`src/sv/lrukv_pkg.sv`:
```
// Shared types and constants for the LRU key-value cache.
package lrukv_pkg;

    localparam int KEY_W = 32;
    localparam int VAL_W = 32;
    localparam int CFG_W = 5;

    localparam logic MODE_GET = 1'b0;
    localparam logic MODE_PUT = 1'b1;

    localparam logic [CFG_W-1:0] CAP_RESET = 5'd16;
    localparam logic signed [VAL_W-1:0] GET_MISS_VALUE = -32'sd1;

    typedef struct packed {
        logic                    mode;
        logic signed [KEY_W-1:0] key;
        logic signed [VAL_W-1:0] value;
    } req_t;

    typedef struct packed {
        logic                    hit;
        logic signed [VAL_W-1:0] read_value;
        logic                    evicted;
        logic signed [KEY_W-1:0] evicted_key;
    } result_t;

endpackage

```
`src/sv/lru_key_value_cache.sv`:
```
// Top level of the fully associative key-value cache with LRU replacement.
//
// Requests arrive on the s_ stream: s_tuser carries the operation (get or put),
// s_tdata the key and the value. Every request yields exactly one result
// transaction on the m_ stream: m_tuser carries the hit and evicted flags,
// m_tdata the read value and the evicted key.
// A request accepted on the s_ stream is held in an input register, resolved
// against the entry table and written to the output register, which drives
// m_tvalid. One request per cycle is sustained while the receiver does not
// stall; the per-request work is a parallel key match plus a rank update
// over all entries, done between those two registers.
// When the receiver stalls, the result stays in the output register and one
// more request may wait in the input register; then s_tready drops.
// Reset empties the cache (all entries invalid, occupancy zero) and sets the
// capacity register to 16. The capacity is written through cfg_wr_en and
// cfg_wr_data while no request is in flight, which the user must ensure; the
// block does not enforce it. 0 acts as 1 and values above ENTRIES act as ENTRIES.
module lru_key_value_cache #(
    parameter int ENTRIES = 16
) (
    input  logic        clk,
    input  logic        rst_n,
    input  logic        s_tvalid,
    output logic        s_tready,
    input  logic [63:0] s_tdata,   // [31:0] key, [63:32] value
    input  logic [0:0]  s_tuser,   // [0] mode
    output logic        m_tvalid,
    input  logic        m_tready,
    output logic [63:0] m_tdata,   // [31:0] read_value, [63:32] evicted_key
    output logic [1:0]  m_tuser,   // [0] hit, [1] evicted
    input  logic        cfg_wr_en,
    input  logic [4:0]  cfg_wr_data
);

    logic                              in_valid_reg;
    lrukv_pkg::req_t                   req_reg;
    logic                              out_valid_reg;
    lrukv_pkg::result_t                res_reg;
    logic [lrukv_pkg::CFG_W-1:0]       cap_reg;
    lrukv_pkg::result_t                result;
    logic                              advance;
    logic                              s_fire;

    assign advance  = in_valid_reg && (!out_valid_reg || m_tready);
    assign s_tready = !in_valid_reg || advance;
    assign s_fire   = s_tvalid && s_tready;

    lrukv_store #(
        .ENTRIES (ENTRIES)
    ) u_store (
        .clk      (clk),
        .rst_n    (rst_n),
        .req      (req_reg),
        .req_fire (advance),
        .cap      (cap_reg),
        .result   (result)
    );

    always_ff @(posedge clk or negedge rst_n)
    begin
        if (!rst_n)
        begin
            in_valid_reg  <= 1'b0;
            out_valid_reg <= 1'b0;
            cap_reg       <= lrukv_pkg::CAP_RESET;
        end
        else
        begin
            if (s_fire)
            begin
                in_valid_reg <= 1'b1;
            end
            else if (advance)
            begin
                in_valid_reg <= 1'b0;
            end

            if (advance)
            begin
                out_valid_reg <= 1'b1;
            end
            else if (m_tready)
            begin
                out_valid_reg <= 1'b0;
            end

            if (cfg_wr_en)
            begin
                cap_reg <= cfg_wr_data;
            end
        end
    end

    always_ff @(posedge clk)
    begin
        if (s_fire)
        begin
            req_reg.mode  <= s_tuser[0];
            req_reg.key   <= s_tdata[31:0];
            req_reg.value <= s_tdata[63:32];
        end
        if (advance)
        begin
            res_reg <= result;
        end
    end

    assign m_tvalid = out_valid_reg;
    assign m_tdata  = {res_reg.evicted_key, res_reg.read_value};
    assign m_tuser  = {res_reg.evicted, res_reg.hit};

    // A resolved request always lands in the output register.
    a_advance_to_out: assert property (@(posedge clk) disable iff (!rst_n)
        advance |=> out_valid_reg)
        else $error("resolved request did not reach the output register");

    // Eviction only happens for a put of a key that was not present.
    a_evict_no_hit: assert property (@(posedge clk) disable iff (!rst_n)
        (out_valid_reg && res_reg.evicted) |-> !res_reg.hit)
        else $error("eviction reported together with a hit");

    // A waiting request is neither lost nor altered while the output is blocked.
    a_hold_request: assert property (@(posedge clk) disable iff (!rst_n)
        (in_valid_reg && !advance) |=> (in_valid_reg && $stable(req_reg)))
        else $error("pending request changed while stalled");

endmodule

```
`src/sv/lrukv_store.sv`:
```
// Entry storage, parallel key match and recency-rank update of the LRU cache.
module lrukv_store #(
    parameter int ENTRIES = 16
) (
    input  logic                          clk,
    input  logic                          rst_n,
    input  lrukv_pkg::req_t               req,
    input  logic                          req_fire,
    input  logic [lrukv_pkg::CFG_W-1:0]   cap,
    output lrukv_pkg::result_t            result
);

    localparam int RW = (ENTRIES > 1) ? $clog2(ENTRIES) : 1;
    localparam int OW = $clog2(ENTRIES + 1);
    localparam int CW = (OW > lrukv_pkg::CFG_W) ? OW : lrukv_pkg::CFG_W;

    logic signed [lrukv_pkg::KEY_W-1:0] key_reg   [ENTRIES];
    logic signed [lrukv_pkg::VAL_W-1:0] value_reg [ENTRIES];
    logic [RW-1:0]                      rank_reg  [ENTRIES];
    logic [RW-1:0]                      rank_next [ENTRIES];
    logic [ENTRIES-1:0]                 valid_reg;
    logic [ENTRIES-1:0]                 valid_next;
    logic [OW-1:0]                      occ_reg;
    logic [OW-1:0]                      occ_next;

    logic [ENTRIES-1:0]                 match;
    logic [ENTRIES-1:0]                 lru;
    logic [ENTRIES-1:0]                 avail;
    logic [ENTRIES-1:0]                 ins;
    logic [ENTRIES-1:0]                 key_we;
    logic [ENTRIES-1:0]                 val_we;
    logic                               hit;
    logic                               is_put;
    logic                               full;
    logic                               do_evict;
    logic [RW-1:0]                      hit_rank;
    logic [OW-1:0]                      occ_m1;
    logic [CW-1:0]                      occ_ext;
    logic [CW-1:0]                      cap_floor;
    logic signed [lrukv_pkg::VAL_W-1:0] hit_value;
    logic signed [lrukv_pkg::KEY_W-1:0] lru_key;

    always_comb
    begin
        is_put    = (req.mode == lrukv_pkg::MODE_PUT);
        occ_m1    = occ_reg - OW'(1);
        occ_ext   = CW'(occ_reg);
        cap_floor = (cap == '0) ? CW'(1) : CW'(cap);
        full      = (occ_ext >= CW'(ENTRIES)) || (occ_ext >= cap_floor);

        hit_rank  = '0;
        hit_value = '0;
        lru_key   = '0;
        for (int i = 0; i < ENTRIES; i++)
        begin
            match[i] = valid_reg[i] && (key_reg[i] == req.key);
            // Ranks of valid entries are always a permutation of 0..occupancy-1,
            // so the least recent entry is the one ranked occupancy-1.
            lru[i]   = valid_reg[i] && (rank_reg[i] == occ_m1[RW-1:0]);
            if (match[i])
            begin
                hit_rank  = hit_rank | rank_reg[i];
                hit_value = hit_value | value_reg[i];
            end
            if (lru[i])
            begin
                lru_key = lru_key | key_reg[i];
            end
        end
        hit      = |match;
        do_evict = is_put && !hit && full;

        // A new key takes the lowest free slot once the victim is released.
        avail = ~valid_reg | (do_evict ? lru : '0);
        ins   = avail & (~avail + ENTRIES'(1));

        valid_next = valid_reg;
        occ_next   = occ_reg;
        key_we     = '0;
        val_we     = '0;
        for (int i = 0; i < ENTRIES; i++)
        begin
            rank_next[i] = rank_reg[i];
        end

        if (hit)
        begin
            for (int i = 0; i < ENTRIES; i++)
            begin
                if (match[i])
                begin
                    rank_next[i] = '0;
                end
                else if (valid_reg[i] && (rank_reg[i] < hit_rank))
                begin
                    rank_next[i] = rank_reg[i] + RW'(1);
                end
            end
            if (is_put)
            begin
                val_we = match;
            end
        end
        else if (is_put)
        begin
            valid_next = (valid_reg & ~(do_evict ? lru : '0)) | ins;
            for (int i = 0; i < ENTRIES; i++)
            begin
                if (ins[i])
                begin
                    rank_next[i] = '0;
                end
                else if (valid_next[i])
                begin
                    rank_next[i] = rank_reg[i] + RW'(1);
                end
            end
            key_we = ins;
            val_we = ins;
            if (!do_evict)
            begin
                occ_next = occ_reg + OW'(1);
            end
        end

        result.hit         = hit;
        result.read_value  = is_put ? '0 : (hit ? hit_value : lrukv_pkg::GET_MISS_VALUE);
        result.evicted     = do_evict;
        result.evicted_key = do_evict ? lru_key : '0;
    end

    always_ff @(posedge clk or negedge rst_n)
    begin
        if (!rst_n)
        begin
            valid_reg <= '0;
            occ_reg   <= '0;
        end
        else if (req_fire)
        begin
            valid_reg <= valid_next;
            occ_reg   <= occ_next;
        end
    end

    always_ff @(posedge clk)
    begin
        for (int i = 0; i < ENTRIES; i++)
        begin
            if (req_fire)
            begin
                rank_reg[i] <= rank_next[i];
            end
            if (req_fire && key_we[i])
            begin
                key_reg[i] <= req.key;
            end
            if (req_fire && val_we[i])
            begin
                value_reg[i] <= req.value;
            end
        end
    end

endmodule
```
`config.mk`:
```
export PLATFORM = sky130hd
export DESIGN_NAME = lru_key_value_cache
export DESIGN_NICKNAME = d
export VERILOG_FILES = /design/src/sv/lrukv_pkg.sv /design/src/sv/lru_key_value_cache.sv /design/src/sv/lrukv_store.sv
export SDC_FILE = /design/constraint.sdc
export NUM_CORES = 2
export LEC_CHECK = 0
export BUFFER_PORTS_ARGS = -buffer_cell sky130_fd_sc_hd__buf_2
export CAP_MARGIN = 20
export CORE_AREA = 2 2 320 401
export CTS_CLUSTER_DIAMETER = 40
export DETAILED_ROUTE_END_ITERATION = 8
export DIE_AREA = 0 0 322 403
export HOLD_SLACK_MARGIN = 0.12
export MAX_ROUTING_LAYER = met4
export PLACE_DENSITY = 0.69
export SETUP_SLACK_MARGIN = 0.1
export SYNTH_ARGS = -nofsm -noshare
export SYNTH_HDL_FRONTEND = slang
export SYNTH_SLANG_ARGS = --single-unit
```
`constraint.sdc`:
```
create_clock -name clk -period 12.6 [get_ports clk]
set_input_delay 0.63 -clock clk [delete_from_list [all_inputs] [get_ports clk]]
set_output_delay 0.63 -clock clk [all_outputs]
set_load 0.01 [all_outputs]
```
# After elaboration in Yosys (flattened, before gate mapping)
# Memory sizes are Yosys's and may differ from the RTL's.
# Index checks and enable logic that the tools add are counted.
# classes
order_cmp	18
reduce_logical	111
eq_ne	32
addsub	19
n_bitwise	54
mux	236
# ops
op	n
two-way mux 32 bit	48
bitwise OR 32 bit	30
== test 32 bit	16
OR reduction 32 bit	15
two-way mux 4 bit	95
two-way mux 64 bit	2
two-way mux 1 bit	85
logical AND 1 bit	84
two-way mux 16 bit	5
adder 4 x 1 -> 4 bit (second input constant)	16
== test 4 bit	16
less-than comparator 4 bit	16
bitwise OR 4 bit	15
NOT 16 bit	3
AND 16 bit	2
bitwise OR 16 bit	2
adder 16 x 1 -> 16 bit (second input constant)	1
OR reduction 16 bit	1
adder 5 x 1 -> 5 bit (second input constant)	1
>= comparator 5 bit	1
>= comparator 5 bit (second input constant)	1
logical NOT 5 bit	1
two-way mux 5 bit	1
AND reduction 4 bit	1
6 further kinds	12
# word_totals
wordCells	485
input_bits	75
output_inout_bits	68
reg_bits	159
mem_count	3
mem_bits_rw	1088
# memory_table
memory	depth	word_bits	read_ports	rd_clocked_by_memory_dff	write_ports	line_no	rtl
u_store.key_reg	16	32	16	0	1	lrukv_store.sv:17	logic signed [lrukv_pkg::KEY_W-1:0] key_reg [ENTRIES];
u_store.value_reg	16	32	16	0	16	lrukv_store.sv:18	logic signed [lrukv_pkg::VAL_W-1:0] value_reg [ENTRIES];
u_store.rank_reg	16	4	16	0	16	lrukv_store.sv:19	logic [RW-1:0] rank_reg [ENTRIES];

# Longest topological paths before layout
# logic_depth
depth_word	38
ltp_mapped	19
ltp_nobuf	14

# Cells and area by module
# A second synthesis with hierarchy kept.
# unflattened
hier_cells	4064
hier_area_um2	57157.3
# by_module_without_submodules
module	seq_area_each_um2	area_each_um2	cells_per_inst	instances
lrukv_store	33196.8	52952.0	3915	1
lru_key_value_cache	4110.2	4205.3	149	1

# Worst setup path before layout
# No wires, ideal clock.
# synth_timing
kind	register -> register
start	reg u_store.occ_reg[0], in the netlist u_store.occ_ext[0]
end	mem u_store.key_reg[1][128] (netlist bit), enable pin
required_time_ns	12.098
period_less_slack_ns	7.705
path_stages_with_launch	16
setup_time_ns	0.502
n_path_buf	4
slack_ns	4.895
arrival_time_ns	7.202
path_cell_list	dfrtp_1 -> buf_2 -> buf_1 -> inv_1 -> ha_1 -> clkbuf_1 -> xnor2_1 -> nor3_1 -> and3_1 -> buf_2 -> or4_4 -> or4_4 -> or2_4 -> o211ai_1 -> o2111ai_1 -> nor4_1
# synth_between
elab_chain_len	29
word_cells_on_any_way	137
cone_classes	add/sub (2); order compare (2); eq/ne (16); mux (65); bitwise (3); reduce/logical (49)
# synth_lines
element	line_no	rtl
start, declared	lrukv_store.sv:23	logic [OW-1:0] occ_reg;
start signal, assigned	lrukv_store.sv:142	occ_reg <= occ_next;
subtractor 4 x 1 -> 4 bit *	lrukv_store.sv:46	occ_m1 = occ_reg - OW'(1);
net u_store.occ_m1[0]	lrukv_store.sv:37	logic [OW-1:0] occ_m1;
== test 4 bit	lrukv_store.sv:59	lru[i] = valid_reg[i] && (rank_reg[i] == occ_m1[RW-1:0]);
logical AND 1 bit	lrukv_store.sv:59	
two-way mux 16 bit *	lrukv_store.sv:74	avail = ~valid_reg | (do_evict ? lru : '0);
bitwise OR 16 bit *	lrukv_store.sv:74	
NOT 16 bit	lrukv_store.sv:75	ins = avail & (~avail + ENTRIES'(1));
adder 16 x 1 -> 16 bit	lrukv_store.sv:75	
AND 16 bit *	lrukv_store.sv:75	
two-way mux 16 bit *	lrukv_store.sv:104	else if (is_put)
two-way mux 16 bit *	lrukv_store.sv:86	if (hit)
logical AND 1 bit	lrukv_store.sv:154	if (req_fire && key_we[i])
two-way mux 1 bit	lrukv_store.sv:154	
two-way mux 1 bit (not written as such)	lrukv_store.sv:156	key_reg[i] <= req.key;
OR reduction 32 bit (no source line)	-	
two-way mux 4 bit (no source line) / two-way mux 1 bit (equally long branches) (15 in series)	-	
end, declared	lrukv_store.sv:17	
# The timed path passes the listed nets; every way through them passes the cells marked *.

# Worst setup path in the final report
# layout_timing
start	reg req_reg[46] (netlist bit)
end	mem u_store.key_reg[1][131] (netlist bit), enable pin
# layout_between
elab_chain_len	32
word_cells_on_any_way	136
cone_classes	add/sub (1); eq/ne (16); mux (65); bitwise (3); reduce/logical (51)
# layout_lines
element	line_no	rtl
start, declared	lru_key_value_cache.sv:36	lrukv_pkg::req_t req_reg;
== test 32 bit	lrukv_store.sv:56	match[i] = valid_reg[i] && (key_reg[i] == req.key);
logical AND 1 bit	lrukv_store.sv:56	
OR reduction 16 bit *	lrukv_store.sv:70	hit = |match;
logical NOT 1 bit	lrukv_store.sv:71	do_evict = is_put && !hit && full;
logical AND 1 bit (2 in series)	lrukv_store.sv:71	
two-way mux 16 bit	lrukv_store.sv:74	
bitwise OR 16 bit	lrukv_store.sv:74	
NOT 16 bit	lrukv_store.sv:75	
adder 16 x 1 -> 16 bit	lrukv_store.sv:75	
AND 16 bit	lrukv_store.sv:75	
two-way mux 16 bit	lrukv_store.sv:104	
two-way mux 16 bit *	lrukv_store.sv:86	
logical AND 1 bit	lrukv_store.sv:154	
two-way mux 1 bit	lrukv_store.sv:154	
two-way mux 1 bit (not written as such)	lrukv_store.sv:156	
OR reduction 32 bit (no source line)	-	
two-way mux 4 bit (no source line) / two-way mux 1 bit (equally long branches) (15 in series)	-	
# Every way passes the cells marked *; elsewhere a longest branch is shown, timed or not.

==> results.toml <==
[route]
routed_wire_length_per_instance_um = 40.86
route.detailed.drc = 0
drt_iter0_drc = 6521
vias = 42370
drt-pass1-iter-count = 7
ant_nets = 0
detail_route.wirelength_um = 251100
vias_per_cell = 6.896

[synth]
synth_most_common_cell = "edfxtp_1"
yosysTopAreaCell = "edfxtp_1"
synth_fp_nets = 4226
synth_top_cells_by_area = "edfxtp_1 65%, xnor2_1 7.7%, a22oi_1 5.5%"
syn_area_per_cell_um2 = 13.83
yosysUniqueCellTypes = 71
syn-instance-count = 4079
synth_area_um2 = 56430
synth.top_cell.area_share_pct = 64.87
ys_seq_elements = 1247
synth_sequential_area_ratio_pct = 66.12
synth-async-reset-ratio_pct = 2.245
synth_edf_count = 1219
synth_common_cells = "1219 x edfxtp_1, 493 x xnor2_1, 412 x a22oi_1, 295 x nand4_1, 222 x nor2_1"
synthFlopType = "edfxtp_1"
ys_warn_count = 0

[place]
cells_after_dpl = 5739
placed_area_um2 = 59540
place_congestion = 1.127
buffer_ports.inserted = 142
detailed_place_hpwl_um = 168900

[die]
core_region_area_um2 = 126000
start_util_pct = 44.77
core.rowCount = 146
fp.dieArea_um2 = 129800
ios = 143
fp.dieW_um = 322
die-height_um = 403

[worst_hold_path]
min-delay-start = "m_tready"
hold_class = "in -> reg"
worst_hold_path.endpoint = "m_tvalid"
min_path_cells = 3

[cts]
cts_repair_resize_count = 0
htreeDepth = 4
cts_root_buf = "clkbuf_16"
hold_buffers = 80
tritoncts = "yes"
cts-buffers-inserted = 160
cts_num_sinks = 1247
cts-root-to-sink-buffers = 3
clkTransAtPathRegs_ps = 60
cts_post_setup_buffers_inserted = 0
clk-insertion-delay-late_ps = 830

[run_status]
run_status = "completed"

[sta]
slew-limit-headroom_pct = 10.94
tightestPinTransition_ps = 1326
final-max-slew-violation-count = 0
fin_skew_ps = 55.97
maxClockFrequency_mhz = 147.8
final-hold-violation-count = 0
final_min_period_over_clock_period_pct = 53.71
rsz0062_at_grt = "no"
period_needed_ps = 6768
total_negative_slack_ps = 0
finalSetupViolCount = 0

[setup_path]
setup.reg_to_reg.worst_slack_ps = 5830
timing_worst_setup_path_type = "reg -> reg"
setup.worst_path.end_class = "flop"
timing.reg2reg.worst_path_depth = 12
cp_data_required_time_ps = 13050
critical_path.max_fanout = 35
worstPathArrival_ps = 7220
crit_path_start_kind = "flop"
worstReg2RegStart = "req_reg[46]"
timing.rr.end = "u_store.key_reg[1][131]"

[pwr]
p_leak_nw = 21.44
power_frac_comb_pct = 21.2
irDropWorstVdd_v = 0.0001762
clkPwrFrac_pct = 38.7
cellPowerDensity_nw_per_um2 = 187.4
cellInternalPower_w = 0.008374
netSwitchingFraction_pct = 32.56
fin_total_pwr_w = 0.01242
total_switching_power_w = 0.004043
power_frac_seq_pct = 40.2

[run]
max-cap-violations = 0

[finish]
instances_no_fill = 6145
regArea_um2 = 37310
final_cell_area_um2 = 66270
filler_cell_count = 10500
synthToLayoutAreaGrowth_pct = 17.45
final_nets = 4514
multi_input_comb_area_um2 = 18400
drive_above_1_share_pct = 14.57

[global_routing]
overflow_after_grt = 0
overall_fraction_of_global_route_tracks_in_use_pct = 39.90
first_global_vias = 40190
grt_first_pass_wirelength_um = 340400
antenna_violations_before_repair = 12
maximum_number_of_pins_on_one_net_before_global_route_repair = 47
-- cell families after synthesis --
family | count (synthesis) | synth area share [%]
AOI/OAI and AO/OA | 754 | 10.21
muxes | 2 | 0.03770
DFF | 1247 | 66.12
and+or+nand+nor | 1140 | 11.00
buffers and inverters | 294 | 1.980
xor gates and xnor gates | 570 | 9.065
adders and majority gates | 72 | 1.597
-- metrics by stage --
step                      utilization (%)  worst slack, ps  hold WS (ps)
after global routing                52.57             5989         163.9
final                               52.58             5832         169.7
after CTS                           52.31             6107         143.3
after floorplan                         -             4895         334.4
after global placement              47.20             6172         489.4
after detailed placement            47.23             6122         525.5
-- per-layer routing --
metal  routed length [um]  global-route usage, %  up-vias
met5                    0                      -        -
li1                     -                      -    16730
met4                26020                  32.36        0
met3                27560                  12.20     1042
met1                84930                  44.76    21150
met2               112600                  58.78     3449
-- cells in the final DEF (no fill, tap or decap), types with 106 or more instances in the layout --
cell       netlist  layout
edfxtp_1      1219    1219
xnor2_1        493     482
a22oi_1        412     412
nand4_1        295     295
nor2_1         222     210
clkbuf_16        0     162
nand3_1        152     152
buf_2           11     142
buf_4            0     121
nand2b_1       106     106
-- how the worst max path moves through the flow --
stage	from	endpoint	cells past startpoint	slack, ps
floorplan	u_store.occ_ext[0]	u_store.key_reg[1][128]	15	4900
global placement	u_store.occ_ext[0]	u_store.value_reg[9][23]	13	6170
detailed placement	u_store.occ_ext[0]	u_store.value_reg[9][6]	13	6120
CTS	u_store.occ_ext[0]	u_store.value_reg[9][7]	13	6110
global route	u_store.occ_ext[0]	u_store.value_reg[9][3]	13	5990
finish	req_reg[46]	u_store.key_reg[1][131]	12	5830
-- area by class of cell --
class | instances | share of cell area, %
sequential | 1247 | 56.30
multi-input combinational | 2538 | 27.76
clock buffer | 173 | 6.180
timing repair buffer | 357 | 3.993
tap | 1628 | 3.074
clock inverter | 124 | 2.277
inverter | 63 | 0.3606
antenna | 15 | 0.05664
-- critical path, stage by stage (launching register included) --
cell	delay (ps)
edfxtp_1	360
buf_4	320
xnor2_1	1080
nand4_1	210
nor4_1	500
nand4b_1	510
and4_1	460
and4_1	200
buf_4	250
nand2_2	850
o2111ai_1	410
nor4_2	560
buf_4	600
-- power by group through the flow --
stage                     combinational, W  clock [W]  sequential (W)
after floorplan                    0.00136          0         0.00499
after global placement             0.00245          0         0.00505
after detailed placement           0.00245          0         0.00506
after CTS                          0.00248    0.00482         0.00497
after global routing               0.00265    0.00498         0.00499
final                              0.00263    0.00480         0.00499
No activity file was read; power rests on OpenSTA's default activity.
